==> src/hdl/gidf_pkg.sv <==
`timescale 1ns / 1ps
`default_nettype none

package gidf_pkg;

  // Item kinds carried on the mode field.
  typedef enum logic [1:0] {
    MODE_EVENT  = 2'd0,
    MODE_ARM    = 2'd1,
    MODE_PERIOD = 2'd2
  } mode_t;

  // Event code bits.
  localparam logic [3:0] EV_LEVEL_LOW  = 4'h1;
  localparam logic [3:0] EV_LEVEL_HIGH = 4'h2;
  localparam logic [3:0] EV_RISE       = 4'h4;
  localparam logic [3:0] EV_FALL       = 4'h8;
  localparam logic [3:0] EV_BOTH_EDGES = 4'hc;
  localparam logic [3:0] EV_NONE       = 4'h0;

  // Edge selections on arming.
  localparam logic [2:0] EDGE_FALL       = 3'd0;
  localparam logic [2:0] EDGE_RISE       = 3'd1;
  localparam logic [2:0] EDGE_BOTH       = 3'd2;
  localparam logic [2:0] EDGE_LEVEL_HIGH = 3'd3;
  localparam logic [2:0] EDGE_LEVEL_LOW  = 3'd4;

  localparam int unsigned US_PER_MS = 1000;

  // One table entry per pin.
  typedef struct packed {
    logic        armed;
    logic [3:0]  event_mask;
    logic [31:0] period_us;
    logic [31:0] start_us;
    logic        active;
  } entry_t;

  // The item as held for the read-modify-write cycle.
  typedef struct packed {
    logic [1:0]  mode;
    logic [3:0]  event_code;
    logic        pin_level;
    logic [31:0] now_us;
    logic [2:0]  edge_kind;
    logic [31:0] period_us;
  } op_t;

  function automatic logic [3:0] edge_to_mask(input logic [2:0] kind);
    logic [3:0] m;
    case (kind)
      EDGE_FALL:       m = EV_FALL;
      EDGE_RISE:       m = EV_RISE;
      EDGE_BOTH:       m = EV_BOTH_EDGES;
      EDGE_LEVEL_HIGH: m = EV_LEVEL_HIGH;
      EDGE_LEVEL_LOW:  m = EV_LEVEL_LOW;
      default:         m = EV_NONE;
    endcase
    return m;
  endfunction

endpackage

`default_nettype wire

==> src/hdl/gidf_update.sv <==
`timescale 1ns / 1ps
`default_nettype none

// Computes the new table entry, the optional report and the reported pin state for one item.
module gidf_update (
  input  var gidf_pkg::entry_t cur,
  input  var gidf_pkg::op_t    op,
  output gidf_pkg::entry_t     nxt,
  output logic                 we,
  output logic                 report,
  output logic                 state
);

  logic [3:0]  masked;
  logic [31:0] elapsed;
  logic        expired;

  assign masked  = op.event_code & cur.event_mask;
  assign elapsed = op.now_us - cur.start_us;
  assign expired = elapsed > cur.period_us;

  always_comb begin
    nxt    = cur;
    we     = 1'b0;
    report = 1'b0;
    unique case (op.mode)
      gidf_pkg::MODE_ARM: begin
        nxt.armed      = 1'b1;
        nxt.event_mask = gidf_pkg::edge_to_mask(op.edge_kind);
        nxt.period_us  = op.period_us;
        we             = 1'b1;
      end
      gidf_pkg::MODE_PERIOD: begin
        nxt.period_us = op.period_us;
        we            = 1'b1;
      end
      gidf_pkg::MODE_EVENT: begin
        // An event still inside its lockout window is dropped outright.
        if ((masked != gidf_pkg::EV_NONE) && !(cur.active && !expired)) begin
          nxt.active = 1'b0;
          we         = 1'b1;
          if (cur.armed) begin
            nxt.start_us = op.now_us;
            nxt.active   = 1'b1;
            report       = 1'b1;
          end
        end
      end
      default: begin
      end
    endcase
  end

  // A single event bit fixes the state; a combination, or no bit at all, falls back on the level.
  always_comb begin
    case (masked) inside
      gidf_pkg::EV_LEVEL_LOW, gidf_pkg::EV_FALL:  state = 1'b0;
      gidf_pkg::EV_LEVEL_HIGH, gidf_pkg::EV_RISE: state = 1'b1;
      default:                                    state = op.pin_level;
    endcase
  end

endmodule

`default_nettype wire

==> src/hdl/gpio_interrupt_debounce_filter_core.sv <==
// An item is registered with its pin entry when accepted; the result is registered at write-back.
// A new item is accepted only after the single read-modify-write pass over the pin table ends.
// busy is high only during the write-back cycle; the result strobe overlaps the next idle cycle.
// Reset (rst, synchronous) clears the per-pin valid bits, so every pin reads as unarmed with the
// default period; the table itself is not swept and no clearing cycles are needed.
// The receiver cannot stall: each result is on the ports for exactly one cycle.
`timescale 1ns / 1ps
`default_nettype none

module gpio_interrupt_debounce_filter_core #(
  parameter int unsigned PIN_COUNT         = 30,
  parameter int unsigned DEFAULT_PERIOD_US = 10000
) (
  input  wire        clk,
  input  wire        rst,
  input  wire        start,
  output logic       busy,
  input  wire [1:0]  mode,
  input  wire [4:0]  pin,
  input  wire [3:0]  event_code,
  input  wire        pin_level,
  input  wire [31:0] now_us,
  input  wire [2:0]  edge_kind,
  input  wire [15:0] period_ms,
  output logic       done,
  output logic [4:0] out_pin,
  output logic       pin_state
);

  localparam int unsigned IDX_W = (PIN_COUNT > 1) ? $clog2(PIN_COUNT) : 1;

  // The pin table lives in one synchronous memory. Entries that have never been
  // written since reset are masked by a valid bit and read as the reset entry.
  gidf_pkg::entry_t mem [PIN_COUNT];
  logic [PIN_COUNT-1:0] valid_bits;

  gidf_pkg::entry_t rdata;
  logic             rvalid;
  gidf_pkg::entry_t cur;
  gidf_pkg::entry_t nxt;
  gidf_pkg::entry_t reset_entry;

  gidf_pkg::op_t    op;
  logic [IDX_W-1:0] idx;
  logic             in_range;

  logic accept;
  logic rmw;          // the cycle in which the read data is valid
  logic we;
  logic report;
  logic state;

  logic [25:0] period_prod;
  logic [31:0] period_new;

  assign accept = start && !busy;
  assign busy   = rmw;

  // Scale milliseconds to microseconds; zero on arming picks the default.
  assign period_prod = 26'(period_ms) * 26'(gidf_pkg::US_PER_MS);
  always_comb begin
    if ((mode == gidf_pkg::MODE_ARM) && (period_ms == 16'd0)) begin
      period_new = 32'(DEFAULT_PERIOD_US);
    end else begin
      period_new = 32'(period_prod);
    end
  end

  // Capture the item and read its table entry.
  always_ff @(posedge clk) begin
    if (accept) begin
      op.mode       <= mode;
      op.event_code <= event_code;
      op.pin_level  <= pin_level;
      op.now_us     <= now_us;
      op.edge_kind  <= edge_kind;
      op.period_us  <= period_new;
      idx           <= pin[IDX_W-1:0];
      in_range      <= (6'(pin) < 6'(PIN_COUNT));
      rdata         <= mem[pin[IDX_W-1:0]];
      rvalid        <= valid_bits[pin[IDX_W-1:0]];
    end
  end

  always_ff @(posedge clk) begin
    if (rst) begin
      rmw <= 1'b0;
    end else begin
      rmw <= accept;
    end
  end

  always_comb begin
    reset_entry            = '0;
    reset_entry.period_us  = 32'(DEFAULT_PERIOD_US);
    cur = rvalid ? rdata : reset_entry;
  end

  gidf_update u_update (
    .cur    (cur),
    .op     (op),
    .nxt    (nxt),
    .we     (we),
    .report (report),
    .state  (state)
  );

  // Write-back. Out-of-range pins leave the table untouched.
  always_ff @(posedge clk) begin
    if (rmw && in_range && we) begin
      mem[idx] <= nxt;
    end
  end

  always_ff @(posedge clk) begin
    if (rst) begin
      valid_bits <= '0;
    end else if (rmw && in_range && we) begin
      valid_bits[idx] <= 1'b1;
    end
  end

  // Result register: one cycle strobe.
  always_ff @(posedge clk) begin
    if (rst) begin
      done <= 1'b0;
    end else begin
      done <= rmw && in_range && report;
    end
  end

  always_ff @(posedge clk) begin
    if (rmw) begin
      out_pin   <= 5'(idx);
      pin_state <= state;
    end
  end

  // A result only follows a write-back cycle.
  a_done_after_rmw: assert property (@(posedge clk) disable iff (rst)
    done |-> $past(rmw))
    else $error("result strobe without a preceding write-back cycle");

  // An accepted item is always followed by its write-back, with busy high and then low again.
  a_accept_then_busy: assert property (@(posedge clk) disable iff (rst)
    accept |=> (busy ##1 !busy))
    else $error("accepted item did not take a single write-back cycle");

  // A reported pin is always within the table.
  a_pin_in_range: assert property (@(posedge clk) disable iff (rst)
    done |-> (6'(out_pin) < 6'(PIN_COUNT)))
    else $error("result reported for a pin outside the table");

  // A result always leaves that pin's entry valid; the assertion checks only the valid bit.
  a_lockout_set: assert property (@(posedge clk) disable iff (rst)
    done |-> valid_bits[out_pin[IDX_W-1:0]])
    else $error("reported pin has no valid table entry");

endmodule

`default_nettype wire
==> config.mk <==
export PLATFORM = sky130hd
export DESIGN_NAME = gpio_interrupt_debounce_filter_core
export DESIGN_NICKNAME = d
export VERILOG_FILES = /design/src/hdl/gidf_pkg.sv /design/src/hdl/gidf_update.sv /design/src/hdl/gpio_interrupt_debounce_filter_core.sv
export SDC_FILE = /design/constraint.sdc
export NUM_CORES = 2
export LEC_CHECK = 0
export BUFFER_PORTS_ARGS = -buffer_cell sky130_fd_sc_hd__clkbuf_2
export CORE_UTILIZATION = 54
export CTS_BUF_LIST = sky130_fd_sc_hd__clkbuf_2
export DETAILED_ROUTE_END_ITERATION = 10
export PLACE_DENSITY = 0.7
export SLEW_MARGIN = 40
export SYNTH_ARGS = -nofsm -noshare
export SYNTH_HDL_FRONTEND = slang
export SYNTH_SLANG_ARGS = --single-unit
export TNS_END_PERCENT = 100
==> constraint.sdc <==
create_clock -name clk -period 14.1 [get_ports clk]
set_clock_uncertainty 0.05 [all_clocks]
set_input_delay 1.41 -clock clk [delete_from_list [all_inputs] [get_ports clk]]
set_output_delay 1.41 -clock clk [all_outputs]
set_load 0.1 [all_outputs]
After elaboration in Yosys (flattened, before gate mapping)
Memory sizes are Yosys's and may differ from the RTL's. A register that Yosys moved wholly into a read port is not among the register bits.
Index checks and enable logic that the tools add are counted.
W data, S select, Z words.
{ "totals": {"reg_bits": 119, "ramBits": 2100, "input_bits": 66, "output_inout_bits": 8, "wordCells": 73, "n_memories": 1} }
{ "classes": {"n_addsub": 1, "multipliers": 1, "magnitude_cmp": 5, "eq_ne": 11, "n_mux": 19, "n_bitwise": 2, "n_reduce_logical": 18} }
{ "memory_table": {"columns": ["memory", "words", "width", "rd", "rd_clocked_by_memory_dff", "wr", "line", "source"], "rows": [
  ["mem", 30, 70, 1, 1, 1, "gpio_interrupt_debounce_filter_core.sv:34", "gidf_pkg::entry_t mem [PIN_COUNT];"]
]} }
{ "ops": {"columns": ["operator", "n"], "rows": [
  ["$mux W33", 3],
  ["$mux W70", 1],
  ["$gt A32 B32 Y1", 1],
  ["$mux W32", 1],
  ["$sub A32 B32 Y32", 1],
  ["$or A30 B30 Y30", 1],
  ["$mul A16 B7 Y23 const B", 1],
  ["$pmux W4 S5", 1],
  ["$logic_not A16 Y1", 1],
  ["$lt A5 B6 Y1 const B", 2],
  ["$mux W1", 9],
  ["$logic_and A1 B1 Y1", 8],
  ["$eq A3 B2 Y1 const B", 2],
  ["$reduce_or A2 Y1", 3],
  ["$bmux W1 S5", 1],
  ["$demux W1 S5", 1],
  ["$ge A5 B1 Y1 const B", 1],
  ["$lt A5 B5 Y1 const B", 1],
  ["$mux W5", 1],
  ["$and A4 B4 Y4", 1],
  ["$eq A2 B1 Y1 const B", 2],
  ["$eq A4 B1 Y1 const B", 1],
  ["$eq A4 B2 Y1 const B", 1],
  ["$eq A4 B3 Y1 const B", 1],
  ["9 further kinds", 11]
]} }

Logic depth before layout (Yosys ltp)
{ "logic_depth": {"ltp_word": 12, "ltp_mapped": 23, "ltp_nobuf": 21} }

Cells and area by module
Synthesis repeated with hierarchy kept, for this count alone.
{ "unflattened": {"cells_unflattened": 4267, "area_unflattened_um2": 92314.8} }
{ "modules_own_cells": {"columns": ["module", "instances", "cells_per_inst", "area_each_um2", "seq_area_each_um2"], "rows": [
  ["gpio_interrupt_debounce_filter_core", 1, 3750, 88793.9, 68145.4],
  ["gidf_update", 1, 517, 3520.9, 0.0]
]} }

Worst setup path after synthesis
No wires, ideal clock.
{ "synth_path": {"path_type": "flip-flop to flip-flop", "from": "register rvalid", "to": "memory mem[12][0] (netlist name), enable pin", "setup_time_ps": 671, "arrival_time_ps": 11010, "required_time_ps": 13379, "setup_slack_ps": 2369, "path_stages_with_launch": 24, "cell_sequence": "edfxtp_1 -> clkbuf_1 -> clkbuf_1 -> clkbuf_1 -> nand2_1 -> ha_1 -> and3_1 -> nor2b_1 -> a21oi_1 -> a21boi_1 -> a221oi_2 -> o21ai_1 -> a31oi_1 -> xnor2_1 -> ha_1 -> a21o_1 -> a21o_1 -> a21oi_1 -> o21ai_0 -> or3_1 -> o21a_1 -> a21oi_1 -> buf_2 -> nor4_1"} }
{ "synth_between": {"elab_chain_cells": 12, "word_cells_on_any_way": 14} }
{ "synth_rtl": {"columns": ["element", "line", "source"], "rows": [
  ["start, declared", "gpio_interrupt_debounce_filter_core.sv:38", "logic rvalid;"],
  ["start signal, assigned", "gpio_interrupt_debounce_filter_core.sv:81", "rvalid <= valid_bits[pin[IDX_W-1:0]];"],
  ["$mux W70 *", "gpio_interrupt_debounce_filter_core.sv:96", "cur = rvalid ? rdata : reset_entry;"],
  ["$sub A32 B32 Y32", "gidf_update.sv:19", "assign elapsed = op.now_us - cur.start_us;"],
  ["$gt A32 B32 Y1", "gidf_update.sv:20", "assign expired = elapsed > cur.period_us;"],
  ["$logic_not A1 Y1", "gidf_update.sv:39", "if ((masked != gidf_pkg::EV_NONE) && !(cur.active && !expired)) begin"],
  ["$logic_and A1 B1 Y1", "gidf_update.sv:39", null],
  ["$logic_not A1 Y1", "gidf_update.sv:39", null],
  ["$logic_and A1 B1 Y1 *", "gidf_update.sv:39", null],
  ["$mux W1 *", "gidf_update.sv:39", null],
  ["$pmux W1 S2 *", "gidf_update.sv:26", "unique case (op.mode)"],
  ["$logic_and A1 B1 Y1 *", "gpio_interrupt_debounce_filter_core.sv:110", "if (rmw && in_range && we) begin"],
  ["$mux W1 *", "gpio_interrupt_debounce_filter_core.sv:110", null],
  ["$mux W1 (not written as such) *", "gpio_interrupt_debounce_filter_core.sv:111", "mem[idx] <= nxt;"],
  ["end, declared", "gpio_interrupt_debounce_filter_core.sv:34", null]
]} }
Mark *: on every way between the ends. The rest lies on a longest branch, timed or not.

Final worst setup path
{ "layout_path": {"from": "register rvalid", "to": "memory mem[29][56] (netlist name), enable pin"} }
The elaborated chain is that of the path after synthesis.

==> impl_summary.txt <==
----------------------------------------------------
[Outcome]
  Status ... finished clean

[Detailed routing]
  Count of unresolved DRC violations after routing ... 0
  Drt first-iter violations ... ~5400
  Vias after detailed routing ... roughly 47000
  Routed Antenna Nets ... 0
  Avg WL per Cell ... just over 30 um
  Count of TritonRoute iterations in the first routing pass ... 5
  Per-cell via count in the routed design ... 6.22
  Total Routed Length ... ~230000 um

[Clock network]
  TritonCTS Sinks ... approximately 2300
  Clock tree from TritonCTS ... yes
  H-tree depth ... 6
  Cell at the root of the clock tree ... sky130_fd_sc_hd__clkbuf_2
  Number of buffers on the longest clock path ... 4
  Cells resized by post-CTS repair ... 0
  Num CTS Buffers ... around 570
  Clock slew seen by the registers of the worst setup and hold paths ... ~90 ps
  Insertion delay of the later-clocked pin in the worst-skew pair ... around 1800 ps
  Buffers inserted by post-CTS timing repair ... 0

[Synthesis]
  Yosys cell types ... 63
  Yosys Warn Count ... 0
  Syn Nets ... 4553
  Leading cell types by total area after synthesis ... sky130_fd_sc_hd__edfxtp_1 (73%), sky130_fd_sc_hd__mux4_2 (15%), sky130_fd_sc_hd__ha_1 (1.7%)
  Cell count after synthesis ... ~4300
  Sequential fraction of the synthesis area ... 74.0%
  Avg Inst Size Synth ... approximately 21 um2
  Synth async-reset ratio ... 0%
  Mapped Area ... slightly above 0.09 mm2
  Number of enable-type register cells in the synthesized netlist ... 2248
  Top cell type by total area after synthesis ... sky130_fd_sc_hd__edfxtp_1
  Leading register cell type out of synthesis ... sky130_fd_sc_hd__edfxtp_1
  Yosys reg bits ... around 2300
  Share of Yosys cell area claimed by the top area cell type ... 73.3%

[Global route]
  Number of global-route vias before repair ... 47900
  Global router's overall resource usage ... 27.0%
  Total grt overflow ... 0
  Pin count of the biggest net entering global routing ... ~140
  Number of antenna violations at the first check in global routing ... 6
  Global-route wire length before repair ... 331000 um

[Worst setup path]
  R2r worst-path depth ... 24
  Worst r2r src ... rvalid$_DFFE_PP_
  Cell family with most CP delay ... buffers and inverters
  Worst EP arrival ... 9110 ps
  Slowest stage cell on the critical path ... sky130_fd_sc_hd__buf_4
  Slack of the worst reg-to-reg path ... a little over 6000 ps
  Setup CP Type ... flop to flop
  Most Frequent Cell on Critical Path ... sky130_fd_sc_hd__buf_4
  RR Endpoint ... mem[29][56]$_DFFE_PP_
  Worst Path Buf+Inv ... 6
  Setup crit end kind ... flop
  Required time of the critical path ... approximately 15000 ps
  Maximum fanout along the worst path ... 49
  Crit start category ... flop
  CP Cell Sequence ... buf_4 -> and2_1 -> ha_1 -> inv_1 -> fa_1 -> a211oi_2 -> nor2_1 -> o311ai_2 -> a21boi_2 -> o41ai_4 -> o21ai_2 -> or4_1 -> nand4_1 -> ha_1 -> nand4_1 -> o21ai_0 -> or3_1 -> o21a_1 -> a21oi_4 -> buf_4 -> buf_12 -> nor4_2 -> buf_4 -> buf_4
  Crit-path max cell delay ... approximately 750 ps

[Timing]
  Tmin final ... roughly 7900 ps
  Setup Total Neg Slack ... 0 ps
  Count of pins over their slew limit ... 0
  Worst-case hold slack ... approximately 250 ps
  Final number of setup-violating endpoints ... 0
  FMAX ... ~130 MHz
  Transition time at the pin with the least slew margin ... 1150 ps
  Period utilisation layout ... roughly 56%
  Relative slew slack ... 23.4%
  Setup repair after global routing missed its margin ... no
  Total count of hold-check failures in the final report ... 0

[Placement]
  DP Wirelength ... between 100000 and 150000 um
  Inst Count DP ... 6558
  Placer Congestion ... 0.841
  IO buf count ... between 70 and 80

[Worst hold path]
  Hold Path Sink ... idx[1]$_DFFE_PP_
  Worst hold path class ... input pin to flop
  Number of cells on the worst hold path ... 1
  Startpoint of the tightest hold check path ... pin[1]

[Power and ir drop]
  Worst ir drop on vdd ... approximately 0.09 mV
  Pwr dens ... between 100 and 150 mW/mm2
  Leakage component of the power ... ~34 nW

[Floorplan]
  Row count ... around 150
  DIE WIDTH ... roughly 420 um
  Total Die Area ... about 0.17 mm2
  Placeable core region ... about 0.17 mm2
  IO Count ... between 70 and 80
  Starting utilization of the core area ... a little over half
  Die extent in y ... 415 um

[Cells and area]
  Share of the core filled with cells ... between 60% and 70%
  Non-filler cells in the finished layout ... about 7500
  Share of final-layout standard cells stronger than drive strength 1 ... between 30% and 40%
  Total number of nets in the final design ... ~5200
  Area added between synthesis and finish ... 10.4%

[Flow run]
  Max_cap viols ... 0

----------------------------------------------------
==> cells in the final DEF (no fill, tap or decap), types with 13 or more instances in the layout <==
cell / n
sky130_fd_sc_hd__buf_4: 131
sky130_fd_sc_hd__nor4_2: 31
sky130_fd_sc_hd__o21ai_1: 18
sky130_fd_sc_hd__dfxtp_1: 32
sky130_fd_sc_hd__nand2_1: 171
sky130_fd_sc_hd__xor2_1: 15
sky130_fd_sc_hd__xnor2_1: 30
sky130_fd_sc_hd__nor2_1: 55
sky130_fd_sc_hd__mux2i_1: 47
sky130_fd_sc_hd__clkbuf_2: 847
sky130_fd_sc_hd__o221ai_1: 15
sky130_fd_sc_hd__edfxtp_1: 2248
sky130_fd_sc_hd__mux4_2: 617
sky130_fd_sc_hd__o22ai_1: 30
sky130_fd_sc_hd__inv_1: 172
sky130_fd_sc_hd__mux2i_2: 20
sky130_fd_sc_hd__ha_1: 127
sky130_fd_sc_hd__bufinv_16: 14
sky130_fd_sc_hd__clkinv_1: 108
sky130_fd_sc_hd__dlygate4sd3_1: 47
sky130_fd_sc_hd__inv_2: 13
sky130_fd_sc_hd__a21oi_1: 51
sky130_fd_sc_hd__nor2b_1: 13
sky130_fd_sc_hd__fa_1: 55
sky130_fd_sc_hd__nand4_1: 14
sky130_fd_sc_hd__buf_6: 25
sky130_fd_sc_hd__mux2_2: 120
sky130_fd_sc_hd__a21o_1: 24
sky130_fd_sc_hd__clkinv_2: 16
sky130_fd_sc_hd__o21ai_0: 32
==> per-layer routing <==
metal	routed length [um]	vias up	track usage [%]
li1	-	19400	-
met1	88000	24600	36.3
met2	113000	2530	42.9
met3	19900	393	5.48
met4	9470	2	12.4
met5	13	-	0
==> cells by family after synthesis <==
logic type                 synth area share, %
buffers and inverters                     1.67
xor gates and xnor gates                 0.428
muxes                                     17.4
DFF                                       74.0
AOI/OAI and AO/OA                         1.79
adders and majority gates                 2.93
and+or+nand+nor                           1.84
==> where the power goes <==
| part | internal, W | switching (W) |
|---|---|---|
| registers | 0.00772 | 0.0000323 |
| logic | 0.000597 | 0.00101 |
| clock network | 0.00173 | 0.00256 |
| total | 0.0100 | 0.00361 |
==> worst max-delay path by stage <==
| stage | slack [ps] | from | depth (start not counted) | to |
|---|---|---|---|---|
| floorplan | 2370 | rvalid$_DFFE_PP_ | 23 | mem[12][0]$_DFFE_PP_ |
| global placement | 6400 | rvalid$_DFFE_PP_ | 23 | mem[0][63]$_DFFE_PP_ |
| detailed placement | 6380 | rvalid$_DFFE_PP_ | 23 | mem[6][60]$_DFFE_PP_ |
| CTS | 6340 | rvalid$_DFFE_PP_ | 23 | mem[29][33]$_DFFE_PP_ |
| global route | 6010 | rvalid$_DFFE_PP_ | 24 | mem[29][56]$_DFFE_PP_ |
| finish | 6200 | rvalid$_DFFE_PP_ | 24 | mem[29][56]$_DFFE_PP_ |
==> flip-flops by register name, indices dropped and copies added, names as in the netlist <==
signal,count
in_range,1
rdata,70
op,65
mem,2100
rvalid,1
pin_state,1
busy,1
idx,5
out_pin,5
valid_bits,30
done,1
==> worst register-to-register path: stages, from the launching register on <==
cell	delay, ps
sky130_fd_sc_hd__edfxtp_1	330
sky130_fd_sc_hd__buf_4	550
sky130_fd_sc_hd__and2_1	280
sky130_fd_sc_hd__ha_1	180
sky130_fd_sc_hd__inv_1	60
sky130_fd_sc_hd__fa_1	450
sky130_fd_sc_hd__a211oi_2	210
sky130_fd_sc_hd__nor2_1	120
sky130_fd_sc_hd__o311ai_2	400
sky130_fd_sc_hd__a21boi_2	140
sky130_fd_sc_hd__o41ai_4	410
sky130_fd_sc_hd__o21ai_2	170
sky130_fd_sc_hd__or4_1	410
sky130_fd_sc_hd__nand4_1	110
sky130_fd_sc_hd__ha_1	140
sky130_fd_sc_hd__nand4_1	120
sky130_fd_sc_hd__o21ai_0	600
sky130_fd_sc_hd__or3_1	200
sky130_fd_sc_hd__o21a_1	240
sky130_fd_sc_hd__a21oi_4	80
sky130_fd_sc_hd__buf_4	240
sky130_fd_sc_hd__buf_12	240
sky130_fd_sc_hd__nor4_2	330
sky130_fd_sc_hd__buf_4	630
sky130_fd_sc_hd__buf_4	780
==> final cells by class <==
type                       count  area (um2)
multi-input combinational   1650       22900
tap                         2218        2780
clock inverter               153         970
clock buffer                 779        3900
sequential                  2280       68100
fill                       12000       67700
inverter                     172         646
antenna                        7        17.5
timing repair buffer         288        2380
==> synth_stat cells, drive strengths merged (12+ instances only) <==
master,count
inv,172
fa,55
mux2,120
nor4,35
buf,97
mux2i,76
o22ai,30
o21ai,53
and2,12
nor2,56
nor2b,18
xor2,15
a21oi,52
nand4,14
clkbuf,105
ha,128
nand2,172
mux4,617
edfxtp,2248
o211ai,12
xnor2,30
o221ai,15
dfxtp,32
a21o,26
==> stage by stage <==
step	power, W	area [um2]	worst slack, ps
after floorplan	0.00896	92100	2370
after global placement	0.00946	96000	6400
after detailed placement	0.00950	96300	6380
after CTS	0.0137	102000	6340
after global routing	0.0142	102000	6010
final	0.0137	102000	6200
==> timing repair <==
item / CTS / global route
endpoints found under the hold margin: 56 / 0
hold buffers: 47 / 0
setup endpoints to repair: 0 / 0
(Power assumes the default switching activity.)
